$ cat src/sv/lgtr_pkg.sv
`default_nettype none
// ----------------------------------------------------------------------------
// lgtr_pkg
// Shared types, codes and helper functions of the glyph text renderer.
// ----------------------------------------------------------------------------
package lgtr_pkg;

  // Default geometry of the panel, of the band that a new line clears, and the queue depth.
  localparam int unsigned LGTR_SCREEN_WIDTH  = 240;
  localparam int unsigned LGTR_SCREEN_HEIGHT = 135;
  localparam int unsigned LGTR_CLEAR_ROWS    = 16;
  localparam int unsigned LGTR_QUEUE_DEPTH   = 2;

  // Input operations.
  typedef enum logic [1:0] {
    OP_GLYPH = 2'd0,
    OP_CR    = 2'd1,
    OP_LF    = 2'd2
  } op_e;

  // Result kinds.
  typedef enum logic [1:0] {
    KIND_CMD   = 2'd0,
    KIND_PARAM = 2'd1,
    KIND_PIXEL = 2'd2
  } kind_e;

  // Configuration register indexes.
  typedef enum logic [2:0] {
    REG_FG_COLOR    = 3'd0,
    REG_BG_COLOR    = 3'd1,
    REG_GLYPH_WIDTH = 3'd2,
    REG_GLYPH_HGT   = 3'd3,
    REG_COL_OFFSET  = 3'd4,
    REG_ROW_OFFSET  = 3'd5
  } cfg_reg_e;

  // Panel commands.
  localparam logic [7:0] CMD_CASET = 8'h2a;
  localparam logic [7:0] CMD_RASET = 8'h2b;
  localparam logic [7:0] CMD_RAMWR = 8'h2c;

  // Sequencer steps: band clear, glyph window, then eight pixels.
  localparam int unsigned STEP_W = 5;
  localparam logic [STEP_W-1:0] STEP_CLEAR_FIRST = STEP_W'(0);
  localparam logic [STEP_W-1:0] STEP_CLEAR_RUN   = STEP_W'(11);
  localparam logic [STEP_W-1:0] STEP_WIN_FIRST   = STEP_W'(12);
  localparam logic [STEP_W-1:0] STEP_WIN_LAST    = STEP_W'(22);
  localparam logic [STEP_W-1:0] STEP_PIX_FIRST   = STEP_W'(23);
  localparam logic [STEP_W-1:0] STEP_PIX_LAST    = STEP_W'(30);

  // Slots inside one window sequence.
  localparam logic [3:0] SLOT_CASET = 4'd0;
  localparam logic [3:0] SLOT_XS_HI = 4'd1;
  localparam logic [3:0] SLOT_XS_LO = 4'd2;
  localparam logic [3:0] SLOT_XE_HI = 4'd3;
  localparam logic [3:0] SLOT_XE_LO = 4'd4;
  localparam logic [3:0] SLOT_RASET = 4'd5;
  localparam logic [3:0] SLOT_YS_HI = 4'd6;
  localparam logic [3:0] SLOT_YS_LO = 4'd7;
  localparam logic [3:0] SLOT_YE_HI = 4'd8;
  localparam logic [3:0] SLOT_YE_LO = 4'd9;
  localparam logic [3:0] SLOT_RAMWR = 4'd10;

  typedef struct packed {
    logic [1:0] operation;
    logic [7:0] glyph_byte;
  } in_word_t;

  typedef struct packed {
    logic [1:0]  kind;
    logic [15:0] value;
    logic [11:0] repeat_count;
    logic        last;
  } out_word_t;

  typedef struct packed {
    logic [15:0] fg_color;
    logic [15:0] bg_color;
    logic [2:0]  glyph_width_bytes;
    logic [5:0]  glyph_height;
    logic [8:0]  column_offset;
    logic [8:0]  row_offset;
  } cfg_t;

  // One unit of work handed from the front to the back.
  typedef struct packed {
    logic       do_clear;
    logic [7:0] clear_y;
    logic       do_window;
    logic [7:0] win_x;
    logic [7:0] win_y;
    logic       do_pixels;
    logic [7:0] glyph_byte;
  } job_t;

  // Glyph width in bytes, clamped to one through four.
  function automatic logic [2:0] eff_width(input logic [2:0] w);
    logic [2:0] r;
    r = w;
    if (w == 3'd0) r = 3'd1;
    if (w > 3'd4) r = 3'd4;
    return r;
  endfunction

  // Glyph height in rows, clamped to one through 32.
  function automatic logic [5:0] eff_height(input logic [5:0] h);
    logic [5:0] r;
    r = h;
    if (h == 6'd0) r = 6'd1;
    if (h > 6'd32) r = 6'd32;
    return r;
  endfunction

endpackage
`default_nettype wire

$ cat src/sv/lgtr_fifo.sv
`default_nettype none
// ----------------------------------------------------------------------------
// lgtr_fifo
// Short job queue between the front and the back.
// ----------------------------------------------------------------------------
module lgtr_fifo import lgtr_pkg::*; #(
  parameter int unsigned DEPTH = LGTR_QUEUE_DEPTH
) (
  input  wire  clk_i,
  input  wire  rst_ni,
  input  wire  push_i,
  input  job_t push_job_i,
  output logic full_o,
  input  wire  pop_i,
  output job_t head_job_o,
  output logic head_valid_o
);

  localparam int unsigned PTR_W   = $clog2(DEPTH);
  localparam int unsigned COUNT_W = $clog2(DEPTH + 1);

  job_t               mem_q [DEPTH];
  logic [PTR_W-1:0]   wr_ptr_q, wr_ptr_d;
  logic [PTR_W-1:0]   rd_ptr_q, rd_ptr_d;
  logic [COUNT_W-1:0] count_q, count_d;
  logic               do_push, do_pop;

  assign full_o       = (count_q == COUNT_W'(DEPTH));
  assign head_valid_o = (count_q != '0);
  assign head_job_o   = mem_q[rd_ptr_q];
  assign do_push      = push_i && !full_o;
  assign do_pop       = pop_i && head_valid_o;

  // Pointer and fill count update, pointers wrap at the depth.
  always_comb begin
    wr_ptr_d = wr_ptr_q;
    rd_ptr_d = rd_ptr_q;
    count_d  = count_q;
    if (do_push) begin
      wr_ptr_d = (wr_ptr_q == PTR_W'(DEPTH - 1)) ? '0 : wr_ptr_q + PTR_W'(1);
    end
    if (do_pop) begin
      rd_ptr_d = (rd_ptr_q == PTR_W'(DEPTH - 1)) ? '0 : rd_ptr_q + PTR_W'(1);
    end
    if (do_push && !do_pop) begin
      count_d = count_q + COUNT_W'(1);
    end else if (do_pop && !do_push) begin
      count_d = count_q - COUNT_W'(1);
    end
  end

  always_ff @(posedge clk_i or negedge rst_ni) begin
    if (!rst_ni) begin
      wr_ptr_q <= '0;
      rd_ptr_q <= '0;
      count_q  <= '0;
    end else begin
      wr_ptr_q <= wr_ptr_d;
      rd_ptr_q <= rd_ptr_d;
      count_q  <= count_d;
    end
  end

  // Job storage.
  always_ff @(posedge clk_i) begin
    if (do_push) begin
      mem_q[wr_ptr_q] <= push_job_i;
    end
  end

`ifndef ASSERT_OFF
  a_count_bound: assert property (@(posedge clk_i) disable iff (!rst_ni)
    count_q <= COUNT_W'(DEPTH))
    else $error("job queue fill count beyond depth");
`endif

endmodule
`default_nettype wire

$ cat src/sv/lgtr_front.sv
`default_nettype none
// ----------------------------------------------------------------------------
// lgtr_front
// Accepts input words, tracks the cursor and queues clear/window/pixel jobs.
// ----------------------------------------------------------------------------
module lgtr_front import lgtr_pkg::*; #(
  parameter int unsigned SCREEN_WIDTH  = LGTR_SCREEN_WIDTH,
  parameter int unsigned SCREEN_HEIGHT = LGTR_SCREEN_HEIGHT
) (
  input  wire      clk_i,
  input  wire      rst_ni,
  input  cfg_t     cfg_i,
  input  wire      in_valid_i,
  output logic     in_ready_o,
  input  in_word_t in_word_i,
  input  wire      queue_full_i,
  output logic     push_o,
  output job_t     push_job_o
);

  logic [7:0] cursor_x_q, cursor_x_d;
  logic [7:0] cursor_y_q, cursor_y_d;
  logic [6:0] byte_idx_q, byte_idx_d;

  logic [2:0] wb;
  logic [5:0] h;
  logic [8:0] wpx;
  logic [8:0] glyph_bytes;
  logic [7:0] next_y;
  logic       wrap;
  logic       glyph_end;
  logic [7:0] new_y;
  logic [7:0] new_x;
  logic       accept;

  assign in_ready_o = !queue_full_i;
  assign accept     = in_valid_i && in_ready_o;

  // Effective glyph geometry.
  assign wb          = eff_width(cfg_i.glyph_width_bytes);
  assign h           = eff_height(cfg_i.glyph_height);
  assign wpx         = {3'd0, wb, 3'd0};
  assign glyph_bytes = 9'(wb) * 9'(h);

  // Next text line, back to the top when the next line would not fit.
  assign next_y = (9'(cursor_y_q) + {2'd0, h, 1'b0} - 9'd1 > 9'(SCREEN_HEIGHT - 1))
                  ? 8'd0 : cursor_y_q + 8'(h);

  // Line wrap at the first byte of a glyph that would not fit or would end on the last column.
  assign wrap      = (byte_idx_q == '0) && (9'(cursor_x_q) + wpx > 9'(SCREEN_WIDTH - 1));
  assign new_y     = wrap ? next_y : cursor_y_q;
  assign new_x     = wrap ? 8'd0 : cursor_x_q;
  assign glyph_end = (9'(byte_idx_q) + 9'd1 >= glyph_bytes);

  // Classification and cursor update.
  always_comb begin
    cursor_x_d = cursor_x_q;
    cursor_y_d = cursor_y_q;
    byte_idx_d = byte_idx_q;
    push_o     = 1'b0;
    push_job_o = '0;
    push_job_o.glyph_byte = in_word_i.glyph_byte;
    case (in_word_i.operation)
      OP_GLYPH: begin
        push_o               = accept;
        push_job_o.do_clear  = wrap;
        push_job_o.clear_y   = new_y;
        push_job_o.do_window = (byte_idx_q == '0);
        push_job_o.win_x     = new_x;
        push_job_o.win_y     = new_y;
        push_job_o.do_pixels = 1'b1;
        cursor_y_d           = new_y;
        if (glyph_end) begin
          byte_idx_d = '0;
          cursor_x_d = new_x + wpx[7:0];
        end else begin
          byte_idx_d = byte_idx_q + 7'd1;
          cursor_x_d = new_x;
        end
      end
      OP_CR: begin
        push_o              = accept;
        push_job_o.do_clear = 1'b1;
        push_job_o.clear_y  = cursor_y_q;
        cursor_x_d          = 8'd0;
        byte_idx_d          = '0;
      end
      OP_LF: begin
        cursor_y_d = next_y;
        byte_idx_d = '0;
      end
      default: begin
      end
    endcase
  end

  always_ff @(posedge clk_i or negedge rst_ni) begin
    if (!rst_ni) begin
      cursor_x_q <= '0;
      cursor_y_q <= '0;
      byte_idx_q <= '0;
    end else if (accept) begin
      cursor_x_q <= cursor_x_d;
      cursor_y_q <= cursor_y_d;
      byte_idx_q <= byte_idx_d;
    end
  end

endmodule
`default_nettype wire

$ cat src/sv/lgtr_back.sv
`default_nettype none
// ----------------------------------------------------------------------------
// lgtr_back
// Sequences queued jobs into command, parameter and pixel words.
// ----------------------------------------------------------------------------
module lgtr_back import lgtr_pkg::*; #(
  parameter int unsigned SCREEN_WIDTH = LGTR_SCREEN_WIDTH,
  parameter int unsigned CLEAR_ROWS   = LGTR_CLEAR_ROWS
) (
  input  wire       clk_i,
  input  wire       rst_ni,
  input  cfg_t      cfg_i,
  input  wire       job_valid_i,
  input  job_t      job_i,
  output logic      job_pop_o,
  output logic      out_valid_o,
  input  wire       out_ready_i,
  output out_word_t out_word_o
);

  localparam int unsigned CLEAR_PIX = SCREEN_WIDTH * CLEAR_ROWS;
  localparam logic [11:0] CLEAR_CNT = (CLEAR_PIX > 4095) ? 12'd4095 : 12'(CLEAR_PIX);

  logic              active_q, active_d;
  logic [STEP_W-1:0] step_q, step_d;
  logic [STEP_W-1:0] cur_step, start_step, end_step, next_step;
  logic              out_valid_q, out_valid_d;
  out_word_t         out_q;
  out_word_t         res;
  logic              emit;
  logic              in_clear;
  logic [3:0]        slot;
  logic [2:0]        pix;
  logic [2:0]        wb;
  logic [5:0]        h;
  logic [8:0]        xs, xe, ys, ye;
  logic [15:0]       addr;

  assign wb = eff_width(cfg_i.glyph_width_bytes);
  assign h  = eff_height(cfg_i.glyph_height);

  // First and final step of the job at the head of the queue.
  assign start_step = job_i.do_clear ? STEP_CLEAR_FIRST :
                      job_i.do_window ? STEP_WIN_FIRST : STEP_PIX_FIRST;
  assign end_step   = job_i.do_pixels ? STEP_PIX_LAST :
                      job_i.do_window ? STEP_WIN_LAST : STEP_CLEAR_RUN;
  assign cur_step   = active_q ? step_q : start_step;

  always_comb begin
    if (cur_step == STEP_CLEAR_RUN) begin
      next_step = job_i.do_window ? STEP_WIN_FIRST : STEP_PIX_FIRST;
    end else if (cur_step == STEP_WIN_LAST) begin
      next_step = STEP_PIX_FIRST;
    end else begin
      next_step = cur_step + STEP_W'(1);
    end
  end

  // Window corners: the full-width band while clearing, the glyph cell after.
  assign in_clear = (cur_step <= STEP_CLEAR_RUN);
  assign slot     = in_clear ? cur_step[3:0] : 4'(cur_step - STEP_WIN_FIRST);
  assign pix      = 3'(cur_step - STEP_PIX_FIRST);

  always_comb begin
    if (in_clear) begin
      xs = 9'd0;
      xe = 9'(SCREEN_WIDTH - 1);
      ys = 9'(job_i.clear_y);
      ye = 9'(job_i.clear_y) + 9'(CLEAR_ROWS - 1);
    end else begin
      xs = 9'(job_i.win_x);
      xe = 9'(job_i.win_x) + {3'd0, wb, 3'd0} - 9'd1;
      ys = 9'(job_i.win_y);
      ye = 9'(job_i.win_y) + 9'(h) - 9'd1;
    end
  end

  // Address carried by the current parameter slot.
  always_comb begin
    case (slot)
      SLOT_XS_HI, SLOT_XS_LO: addr = 16'(cfg_i.column_offset) + 16'(xs);
      SLOT_XE_HI, SLOT_XE_LO: addr = 16'(cfg_i.column_offset) + 16'(xe);
      SLOT_YS_HI, SLOT_YS_LO: addr = 16'(cfg_i.row_offset) + 16'(ys);
      SLOT_YE_HI, SLOT_YE_LO: addr = 16'(cfg_i.row_offset) + 16'(ye);
      default:                addr = 16'd0;
    endcase
  end

  // Result word of the current step.
  always_comb begin
    res              = '0;
    res.repeat_count = 12'd1;
    res.last         = (cur_step == end_step);
    if (cur_step == STEP_CLEAR_RUN) begin
      res.kind         = KIND_PIXEL;
      res.value        = cfg_i.bg_color;
      res.repeat_count = CLEAR_CNT;
    end else if (cur_step >= STEP_PIX_FIRST) begin
      res.kind  = KIND_PIXEL;
      res.value = job_i.glyph_byte[~pix] ? cfg_i.fg_color : cfg_i.bg_color;
    end else begin
      case (slot)
        SLOT_CASET: begin
          res.kind  = KIND_CMD;
          res.value = {8'd0, CMD_CASET};
        end
        SLOT_RASET: begin
          res.kind  = KIND_CMD;
          res.value = {8'd0, CMD_RASET};
        end
        SLOT_XS_HI, SLOT_XE_HI, SLOT_YS_HI, SLOT_YE_HI: begin
          res.kind  = KIND_PARAM;
          res.value = {8'd0, addr[15:8]};
        end
        SLOT_XS_LO, SLOT_XE_LO, SLOT_YS_LO, SLOT_YE_LO: begin
          res.kind  = KIND_PARAM;
          res.value = {8'd0, addr[7:0]};
        end
        default: begin
          res.kind  = KIND_CMD;
          res.value = {8'd0, CMD_RAMWR};
        end
      endcase
    end
  end

  // One word per cycle while a job is queued and the output register is free or drains.
  assign emit      = job_valid_i && (!out_valid_q || out_ready_i);
  assign job_pop_o = emit && res.last;

  always_comb begin
    active_d    = active_q;
    step_d      = step_q;
    out_valid_d = out_valid_q;
    if (out_ready_i) begin
      out_valid_d = 1'b0;
    end
    if (emit) begin
      out_valid_d = 1'b1;
      if (res.last) begin
        active_d = 1'b0;
      end else begin
        active_d = 1'b1;
        step_d   = next_step;
      end
    end
  end

  always_ff @(posedge clk_i or negedge rst_ni) begin
    if (!rst_ni) begin
      active_q    <= 1'b0;
      step_q      <= STEP_CLEAR_FIRST;
      out_valid_q <= 1'b0;
    end else begin
      active_q    <= active_d;
      step_q      <= step_d;
      out_valid_q <= out_valid_d;
    end
  end

  // Output data register.
  always_ff @(posedge clk_i) begin
    if (emit) begin
      out_q <= res;
    end
  end

  assign out_valid_o = out_valid_q;
  assign out_word_o  = out_q;

`ifndef ASSERT_OFF
  a_active_has_job: assert property (@(posedge clk_i) disable iff (!rst_ni)
    active_q |-> job_valid_i)
    else $error("sequencer mid-job without a queued job");
  a_byte_single: assert property (@(posedge clk_i) disable iff (!rst_ni)
    out_valid_q && (out_q.kind != KIND_PIXEL) |-> out_q.repeat_count == 12'd1)
    else $error("command or parameter word with repeat count other than one");
`endif

endmodule
`default_nettype wire

$ cat src/sv/lcd_glyph_text_renderer.sv
`default_nettype none
// ----------------------------------------------------------------------------
// lcd_glyph_text_renderer
// Bitmap font text renderer producing RGB565 panel window and pixel words.
// ----------------------------------------------------------------------------
// An input word passes through the job queue and the output register before its
// first result word is valid. The back sequencer sends one result word per cycle
// while a job is queued and the output is not stalled; a glyph byte gives 8 pixel
// words, 19 at a glyph's first byte, 31 with a line wrap; a carriage return gives
// 12 words and a line feed none. Reset clears the cursor, the job queue and the
// output valid flag and loads the register defaults; no clearing pass is needed.
module lcd_glyph_text_renderer import lgtr_pkg::*; #(
  parameter int unsigned SCREEN_WIDTH  = LGTR_SCREEN_WIDTH,
  parameter int unsigned SCREEN_HEIGHT = LGTR_SCREEN_HEIGHT,
  parameter int unsigned CLEAR_ROWS    = LGTR_CLEAR_ROWS,
  parameter int unsigned QUEUE_DEPTH   = LGTR_QUEUE_DEPTH
) (
  input  wire        clk_i,
  input  wire        rst_ni,
  input  wire        cfg_valid_i,
  output logic       cfg_ready_o,
  input  wire  [2:0] cfg_index_i,
  input  wire [15:0] cfg_data_i,
  input  wire        in_valid_i,
  output logic       in_ready_o,
  input  in_word_t   in_word_i,
  output logic       out_valid_o,
  input  wire        out_ready_i,
  output out_word_t  out_word_o
);

  cfg_t cfg_q;
  logic queue_full;
  logic push;
  job_t push_job;
  logic pop;
  job_t head_job;
  logic head_valid;

  assign cfg_ready_o = 1'b1;

  // Configuration registers.
  always_ff @(posedge clk_i or negedge rst_ni) begin
    if (!rst_ni) begin
      cfg_q.fg_color          <= 16'hffff;
      cfg_q.bg_color          <= 16'h0000;
      cfg_q.glyph_width_bytes <= 3'd1;
      cfg_q.glyph_height      <= 6'd16;
      cfg_q.column_offset     <= 9'd0;
      cfg_q.row_offset        <= 9'd0;
    end else if (cfg_valid_i && cfg_ready_o) begin
      case (cfg_index_i)
        REG_FG_COLOR:    cfg_q.fg_color          <= cfg_data_i;
        REG_BG_COLOR:    cfg_q.bg_color          <= cfg_data_i;
        REG_GLYPH_WIDTH: cfg_q.glyph_width_bytes <= cfg_data_i[2:0];
        REG_GLYPH_HGT:   cfg_q.glyph_height      <= cfg_data_i[5:0];
        REG_COL_OFFSET:  cfg_q.column_offset     <= cfg_data_i[8:0];
        REG_ROW_OFFSET:  cfg_q.row_offset        <= cfg_data_i[8:0];
        default: begin
        end
      endcase
    end
  end

  lgtr_front #(
    .SCREEN_WIDTH  (SCREEN_WIDTH),
    .SCREEN_HEIGHT (SCREEN_HEIGHT)
  ) u_front (
    .clk_i        (clk_i),
    .rst_ni       (rst_ni),
    .cfg_i        (cfg_q),
    .in_valid_i   (in_valid_i),
    .in_ready_o   (in_ready_o),
    .in_word_i    (in_word_i),
    .queue_full_i (queue_full),
    .push_o       (push),
    .push_job_o   (push_job)
  );

  lgtr_fifo #(
    .DEPTH (QUEUE_DEPTH)
  ) u_fifo (
    .clk_i        (clk_i),
    .rst_ni       (rst_ni),
    .push_i       (push),
    .push_job_i   (push_job),
    .full_o       (queue_full),
    .pop_i        (pop),
    .head_job_o   (head_job),
    .head_valid_o (head_valid)
  );

  lgtr_back #(
    .SCREEN_WIDTH (SCREEN_WIDTH),
    .CLEAR_ROWS   (CLEAR_ROWS)
  ) u_back (
    .clk_i       (clk_i),
    .rst_ni      (rst_ni),
    .cfg_i       (cfg_q),
    .job_valid_i (head_valid),
    .job_i       (head_job),
    .job_pop_o   (pop),
    .out_valid_o (out_valid_o),
    .out_ready_i (out_ready_i),
    .out_word_o  (out_word_o)
  );

endmodule
`default_nettype wire

$ cat config.mk
export PLATFORM = sky130hd
export DESIGN_NAME = lcd_glyph_text_renderer
export DESIGN_NICKNAME = d
export VERILOG_FILES = /design/src/sv/lgtr_pkg.sv /design/src/sv/lgtr_fifo.sv /design/src/sv/lgtr_front.sv /design/src/sv/lgtr_back.sv /design/src/sv/lcd_glyph_text_renderer.sv
export SDC_FILE = /design/constraint.sdc
export NUM_CORES = 1
export LEC_CHECK = 0
export ABC_CLOCK_PERIOD_IN_PS = 6320
export BUFFER_PORTS_ARGS = -buffer_cell sky130_fd_sc_hd__buf_2
export CELL_PAD_IN_SITES_DETAIL_PLACEMENT = 1
export CELL_PAD_IN_SITES_GLOBAL_PLACEMENT = 1
export CORE_MARGIN = 4
export CORE_UTILIZATION = 33
export CTS_CLUSTER_DIAMETER = 120
export DETAILED_ROUTE_END_ITERATION = 8
export GPL_ROUTABILITY_DRIVEN = 0
export PLACE_DENSITY_LB_ADDON = 0.1
export RECOVER_POWER = 50
export SLEW_MARGIN = 0
export SYNTH_ARGS = -nofsm -noshare
export SYNTH_HDL_FRONTEND = slang
export SYNTH_SLANG_ARGS = --single-unit
$ cat constraint.sdc
create_clock -name clk_i -period 6.32 [get_ports clk_i]
set_input_delay 0.316 -clock clk_i [delete_from_list [all_inputs] [get_ports clk_i]]
set_output_delay 0.316 -clock clk_i [all_outputs]
set_load 0.01 [all_outputs]
# Word-level counts from Yosys, hierarchy flattened
# Memories as Yosys holds them, arrays and structs flattened.
# Cells that the tools add are included.
[op_classes]
n_bitwise = 2
n_addsub = 23
mul = 1
n_div = 0
n_eq_ne = 20
muxes = 44
shift = 0
reduce_logical = 44
order_cmp = 8
[op_table]
columns = ["op", "n"]
rows = [
  ["$pmux 17 s4", 1],
  ["$pmux 16 s4", 1],
  ["$mux 16", 3],
  ["$mux 8", 6],
  ["$mux 5", 7],
  ["$pmux 8 s2", 2],
  ["$add 8x6->9", 3],
  ["$sub 9x1->9 const B", 3],
  ["$add 9x8->10", 2],
  ["$add 9x9->10", 2],
  ["$reduce_and 2->1", 10],
  ["$gt 9x8->1 const B", 2],
  ["$mux 18", 1],
  ["$mux 9", 2],
  ["$pmux 9 s2", 1],
  ["$add 8x6->8", 2],
  ["$eq 4x3->1 const B", 4],
  ["$pmux 7 s2", 1],
  ["$reduce_or 2->1", 7],
  ["$mux 12", 1],
  ["$mux 6", 2],
  ["$reduce_bool 2->1", 6],
  ["$add 8x4->9 const B", 1],
  ["$add 8x7->9", 1],
  ["43 further kinds", 71],
]
[totals]
latchBits = 0
register_bits = 124
romBits = 0
n_memories = 1
word_cells = 162
ram_bits = 70
in_bits = 34
out_inout_bits = 34
[memory_table]
columns = ["name", "words", "width", "rd", "rd_ports_with_merged_regs", "write_ports", "line_no", "rtl"]
rows = [
  ["u_fifo.mem_q", 2, 35, 1, 0, 1, "lgtr_fifo.sv:22", "job_t mem_q [DEPTH];"],
]

# Depth between registers and ports, before layout
# Gate-level depths: netlist of run 1.
# An unclocked memory read counts as a cell.
[depth]
depth_word = 12
ltp_mapped = 25
ltp_nobuf = 24

# By module
# Synthesis of run 1 repeated with hierarchy kept, for this count alone.
[unflattened]
hier_cells = 1194
area_unflattened_um2 = 12530.8
[modules_own_cells]
columns = ["mod", "n_inst", "cells_per_inst", "area_per_inst_um2", "seq_area_each_um2"]
rows = [
  ["lgtr_back", 1, 502, 3958.8, 805.8],
  ["lgtr_front", 1, 433, 3394.5, 575.6],
  ["lgtr_fifo", 1, 128, 2876.5, 2202.1],
  ["lcd_glyph_text_renderer", 1, 131, 2301.0, 1498.9],
]

# Worst setup path after synthesis of run 1
# OpenSTA, ideal clock, no wires.
[synth_path]
path_type = "reg2reg"
start = "reg u_fifo.rd_ptr_q"
end = "reg u_back.out_q, in the netlist u_back.out_word_o[13], data pin"
arrival_ns = 5.321
path_stages_with_launch = 25
n_path_buf = 3
setup_ns = 0.261
synth_period_minus_slack_ns = 5.582
path_slack_ns = 0.738
required_time_ns = 6.059
cell_sequence = "dfrtp_1 buf_4 or3b_2 nand3_1 o21ai_1 inv_2 ha_1 clkbuf_1 nand2_1 o2111a_1 o21ai_0 clkbuf_1 mux2i_1 nand2_1 o21ai_0 ha_1 fa_1 a21oi_1 nor2b_1 o31a_1 o41ai_1 xnor2_1 a22oi_1 o221ai_1 a221o_1"
[synth_lines]
columns = ["item", "line_no", "rtl"]
rows = [
  ["from (decl)", "lgtr_fifo.sv:24", "logic [PTR_W-1:0] rd_ptr_q, rd_ptr_d;"],
  ["from (signal assigned)", "lgtr_fifo.sv:59", "rd_ptr_q <= rd_ptr_d;"],
  ["to (signal assigned)", "lgtr_back.sv:164", "out_q <= res;"],
  ["to (decl)", "lgtr_back.sv:28", "out_word_t out_q;"],
]

==> impl_metrics.toml, run 1 <==
[clock_tree]
post-cts-setup-buffer-count = 0
cts-htree-levels = 4
ctsResizeCount = 0
cts_max_path_buffers = 2
cts_sinks = 184
cts-root-buf = "clkbuf_16"
clkLatencyLatePin_ns = 0.46
clk_pin_slew_ns = 0.09
cts_made_buffers = 17
cts_tree = "yes"

[cells_and_area]
num_antenna_cells = 0
fill_cells = 3997
area_growth_pct = 11.6
drive_gt1_frac = 0.155
fin_nets = 1327

[floorplan]
row_count = 69
pin_count = 68
die-area_sq_um = 39200
die_w_microns = 198
fp.coreArea_sq_um = 35600
start_util = 0.335
die_h_microns = 198

[setup_path]
cp_data_required_time_ns = 6.53
crit_chain = "inv_1 -> o21ai_0 -> inv_1 -> ha_1 -> nand2_1 -> a31oi_1 -> o31ai_2 -> a22oi_1 -> nand2b_1 -> o21a_1 -> fa_1 -> a21o_1 -> a211oi_1 -> nor2_1 -> o41ai_1 -> xnor2_1 -> a22oi_1 -> o221ai_1 -> a221o_1"
critPathMaxStageDelay_ns = 0.63
endpoint_kind = "register"
crit_family = "compound AO/OA/AOI/OAI gates"
crit_slowest_cell = "dfrtp_1"
worstPathArrival_ns = 5.98
cp_max_fo = 14
cp-start-kind = "register"
path_class = "register to register"
path_buf_inv = 2

[drt]
ant_nets = 0
drc = 0
avgRoutedWirePerCell_microns = 19.1
drtIter0Drc = 334
dr.pass1.iters = 6
wl_mm = 31.7
via_per_inst = 5.08
dr_total_vias = 8427

[synthesis]
yosysMostFrequentCell = "inv_1"
synth-edff-count = 91
synth_top_family_by_area = "compound AO/OA/AOI/OAI gates"
synth_common_cells = "98 x inv_1, 97 x ha_1, 91 x edfxtp_1"
synthTopCellsByArea = "edfxtp_1 23%, dfrtp_1 16%, ha_1 10%"
synth_xor_area_frac = 0.0420
yosys.area_share.simple = 0.108
synthAdderAreaFrac = 0.123
yosys_warnings = 0
synth-seq-cells = 184
syn_avg_cell_area_sq_um = 10.5
ys.flop_type = "edfxtp_1"
ys_seq_area_frac = 0.427
synth_top_area_cell = "edfxtp_1"
synth_cells = 1130
synth.top_cell.area_share = 0.230
async_reset_ff_frac = 0.505
ys_types = 76
syn_area_sq_um = 11900
synth_compound_area_frac = 0.149
muxShareOfSynthArea = 0.0994

[timing]
worstMarginPinSlew_ns = 1.90
period_share = 0.913
final_max_slew_viol_count = 121
hold_violations = 0
slew_headroom = -0.264
fin_tns_setup_ns = 0
fmax_mhz = 173
grt_setup_unrepaired = "false"
finalSetupViolCount = 0
timing.final.crit_period_ns = 5.77
fin_skew_ns = 0.0192

[global_route]
use_met2 = 0.288
grt_start_max_net_pins = 67
grtUsageTotal = 0.165
antenna_found_initial = 0
overflow = 0
grtUsageMet3 = 0.0271
grt_busiest_layer = "met2"
use_met1 = 0.219
grt_pass1_vias = 8859
grt_pass1_wl_mm = 50.5

[min_path]
min_path_type = "input port to register"

[place]
port_buffers = 59
hpwl_mm = 24.3

[status]
outcome = "finished, violations left"
violations = "capacitance limit, slew limit"

[flow_run]
max-cap-violations = 3
-- layout make-up --
type | count | area [sq um] | area share
tap | 461 | 577 | 0.0434
sequential | 184 | 5080 | 0.383
clock inverter | 15 | 176 | 0.0133
timing repair buffer | 80 | 394 | 0.0297
multi-input combinational | 802 | 6250 | 0.471
clock buffer | 17 | 425 | 0.0320
inverter | 99 | 372 | 0.0280
-- stage by stage --
stage	hold slack, ns	setup slack, ns	utilization	cell area (sq um)	cells
floorplan	0.0204	0.738	-	11900	1136
CTS	0.0249	0.563	0.376	13400	1658
global placement	0.300	0.762	0.359	12800	1625
detailed placement	0.300	0.567	0.359	12800	1625
global route	0.0326	0.0302	0.373	13300	1658
finish	0.0573	0.553	0.373	13300	1658
-- flip-flops by register name (all words and copies together) (netlist names) --
name,cells
u_fifo.rd_ptr_q,1
u_fifo.count_q,2
u_back.out_valid_o,1
u_front.byte_idx_q,7
u_front.cursor_y_q,8
u_back.step_q,5
u_fifo.mem_q,70
u_front.cursor_x_q,8
u_back.active_q,1
u_fifo.wr_ptr_q,1
cfg_q,59
u_back.out_word_o,21
-- repair_timing --
| action | in CTS | in global routing |
|---|---|---|
| hold buffers | 1 | 0 |
| hold endpoints to repair | 27 | 0 |
| setup endpoints to repair | 0 | 0 |
-- per-layer routing --
layer,vias up,part of all wire
li1,4147,-
met2,74,0.50
met3,13,0.019
met5,-,0
met1,4193,0.47
met4,0,0.0073
-- layout by cell type, fill, tap and decap left out, types with 10 or more instances in the layout --
cell	count
buf_4	15
o21a_1	13
a21o_1	17
dfstp_2	18
edfxtp_1	91
a22oi_1	11
nor2_1	67
fa_1	12
xnor2_1	32
a22o_1	17
clkbuf_16	17
ha_1	97
nor2b_1	22
dfrtp_1	75
and2_1	16
o211ai_1	12
xor2_1	22
or2_2	10
mux2_2	66
clkbuf_1	39
buf_2	24
o21ai_0	62
a21oi_1	49
inv_1	98
nand3_1	19
nand2_1	75
mux2i_1	38
-- path summary, 6_finish.rpt --
path	start	to	slack [ns]	cells past startpoint
worst max-delay path	u_back.active_q$_DFFE_PN0P_	u_back.out_word_o[13]$_DFFE_PP_	0.55	19
min in group asynchronous	rst_ni	u_back.out_valid_o$_DFFE_PN0P_	0.95	2
worst min-delay path	out_ready_i	u_back.out_valid_o$_DFFE_PN0P_	0.06	2
max in group asynchronous	rst_ni	cfg_q[25]$_DFFE_PN0P_	2.79	3
worst max register to register	u_back.active_q$_DFFE_PN0P_	u_back.out_word_o[13]$_DFFE_PP_	0.55	19
worst min register to register	u_front.cursor_x_q[1]$_DFFE_PN0P_	u_front.cursor_x_q[1]$_DFFE_PN0P_	0.48	1
-- kinds of logic after synthesis --
group,Yosys count
compound gates,260
xor+xnor,55
fa+ha+maj,110
buf+inv,150
flops,184
mux,107
other cells,2
simple gates,262
Power of run 1 is not shown: default switching activity piles up to over one toggle a cycle in this logic, so the estimate is an artifact.
==> run 2: changes to the inputs <==
BUFFER_PORTS_ARGS = -buffer_cell sky130_fd_sc_hd__buf_4   (was -buffer_cell sky130_fd_sc_hd__buf_2)
SKIP_CTS_REPAIR_TIMING = 1   (was unset)
==> impl_metrics.toml, run 2 (synthesized netlist as in run 1, its figures left out) <==
[cells_and_area]
fin_nets = 1327
multiInputGateArea_sq_um = 6270
register_area_sq_um = 5080
top_register = "u_fifo.mem_q"
fill_cells = 3973
post-route-util = 0.376
largest_register_ff_count = 70
mostFrequentLayoutCell = "inv_1"
area_growth_pct = 12.3
design_area_sq_um = 13400
num_antenna_cells = 0
layout_common_cells = "98 x inv_1, 97 x ha_1, 91 x edfxtp_1, 75 x nand2_1, 75 x dfrtp_1"
drive_gt1_frac = 0.156

[global_route]
grt_pass1_vias = 8850
antenna_found_initial = 1
grt_start_max_net_pins = 63
overflow = 0
grt_pass1_wl_mm = 50.0
grtUsageTotal = 0.164

[drt]
dr.pass1.iters = 4
wl_mm = 31.3
drtIter0Drc = 285
dr_total_vias = 8448
via_per_inst = 5.10
ant_nets = 0
drc = 0
avgRoutedWirePerCell_microns = 18.9

[clock_tree]
clkLatencyLatePin_ns = 0.45
clk_pin_slew_ns = 0.08
cts-htree-levels = 4
cts_max_path_buffers = 2
cts_tree = "yes"
cts_made_buffers = 17
cts-root-buf = "clkbuf_16"
cts_sinks = 184

[place]
place_area_sq_um = 12900
hpwl_mm = 24.2
port_buffers = 59

[floorplan]
die-area_sq_um = 39200
pin_count = 68
row_count = 69
start_util = 0.335
die_w_microns = 198
die_h_microns = 198
fp.coreArea_sq_um = 35600

[timing]
final_max_slew_viol_count = 131
fmax_mhz = 173
worstMarginPinSlew_ns = 3.48
grt_setup_unrepaired = "false"
fin_skew_ns = 0.0141
slew_headroom = -1.32
period_share = 0.916
timing.final.crit_period_ns = 5.79
hold_violations = 0
fin_tns_setup_ns = 0
finalSetupViolCount = 0

[setup_path]
worstPathArrival_ns = 6.00
path_class = "register to register"
endpoint_kind = "register"
cp-start-kind = "register"
crit_slowest_cell = "dfrtp_1"
cp_data_required_time_ns = 6.53
crit_family = "compound AO/OA/AOI/OAI gates"
path_buf_inv = 4
crit_chain = "inv_1 -> o21ai_0 -> inv_1 -> ha_1 -> buf_4 -> nand2_1 -> a31oi_1 -> o31ai_2 -> a22oi_1 -> buf_4 -> nand2b_1 -> o21a_1 -> fa_1 -> a21o_1 -> a211oi_1 -> nor2_1 -> o41ai_1 -> xnor2_1 -> a22oi_1 -> o221ai_1 -> a221o_1"
critPathMaxStageDelay_ns = 0.61
cp_max_fo = 14

[status]
violations = "capacitance limit, slew limit"
outcome = "finished, violations left"

[min_path]
min_path_type = "input port to register"

[flow_run]
max-cap-violations = 4
==> run 2: cell count changes in the layout (fill, tap and decap cells not counted) <==
| cell | before | now |
|---|---|---|
| clkbuf_2 | 1 | 0 |
| nor4bb_4 | 0 | 1 |
| buf_4 | 15 | 38 |
| buf_2 | 24 | 0 |
| clkbuf_4 | 0 | 3 |
| clkinv_4 | 3 | 2 |
| inv_8 | 3 | 2 |
| clkinv_8 | 5 | 6 |
| clkbuf_1 | 39 | 38 |
| nor4bb_1 | 2 | 1 |
| inv_4 | 0 | 1 |
==> run 2: worst paths after layout <==
| path | from | to | cells past startpoint | slack [ns] |
|---|---|---|---|---|
| worst max-delay path | u_back.active_q$_DFFE_PN0P_ | u_back.out_word_o[13]$_DFFE_PP_ | 21 | 0.53 |
| worst max register to register | u_back.active_q$_DFFE_PN0P_ | u_back.out_word_o[13]$_DFFE_PP_ | 21 | 0.53 |
| max in group asynchronous | rst_ni | cfg_q[25]$_DFFE_PN0P_ | 3 | 1.12 |
| worst min-delay path | out_ready_i | u_back.out_valid_o$_DFFE_PN0P_ | 2 | 0.04 |
| min in group asynchronous | rst_ni | u_back.out_valid_o$_DFFE_PN0P_ | 2 | 1.04 |
| worst min register to register | u_front.cursor_x_q[1]$_DFFE_PN0P_ | u_front.cursor_x_q[1]$_DFFE_PN0P_ | 1 | 0.48 |
==> run 2: metrics by stage <==
step / hold WS [ns] / worst slack [ns] / std cells
3_3_place_gp: 0.325 / 0.723 / 1625
2_1_floorplan: 0.0204 / 0.738 / 1136
4_1_cts: -0.178 / 0.529 / 1657
6_report: 0.0449 / 0.529 / 1658
3_5_place_dp: 0.323 / 0.600 / 1625
5_1_grt: 0.0336 / 0.0104 / 1658
==> run 2: cell type report <==
cell class                      count  area share
Clock inverter                     15      0.0134
Inverter                           99      0.0278
Multi-Input combinational cell    802       0.469
Timing Repair Buffer               80      0.0345
Clock buffer                       17      0.0318
Sequential cell                   184       0.380
Tap cell                          461      0.0432
==> run 2: routing by layer <==
layer,share of wire,GRT usage,wire length [microns]
met5,0,0,0
met4,0.010,0.0337,319
met3,0.020,0.0262,623
met2,0.50,0.286,15600
met1,0.47,0.216,14800
==> run 2: worst register-to-register path: stages (launching register included) <==
cell      delay, ns
dfrtp_1        0.61
inv_1          0.19
o21ai_0        0.49
inv_1          0.14
ha_1           0.22
buf_4          0.18
nand2_1        0.16
a31oi_1        0.12
o31ai_2        0.48
a22oi_1        0.18
buf_4          0.21
nand2b_1       0.23
o21a_1         0.26
fa_1           0.44
a21o_1         0.20
a211oi_1       0.23
nor2_1         0.09
o41ai_1        0.32
xnor2_1        0.12
a22oi_1        0.16
o221ai_1       0.15
a221o_1        0.36
Power of run 2 is left out for the same reason.
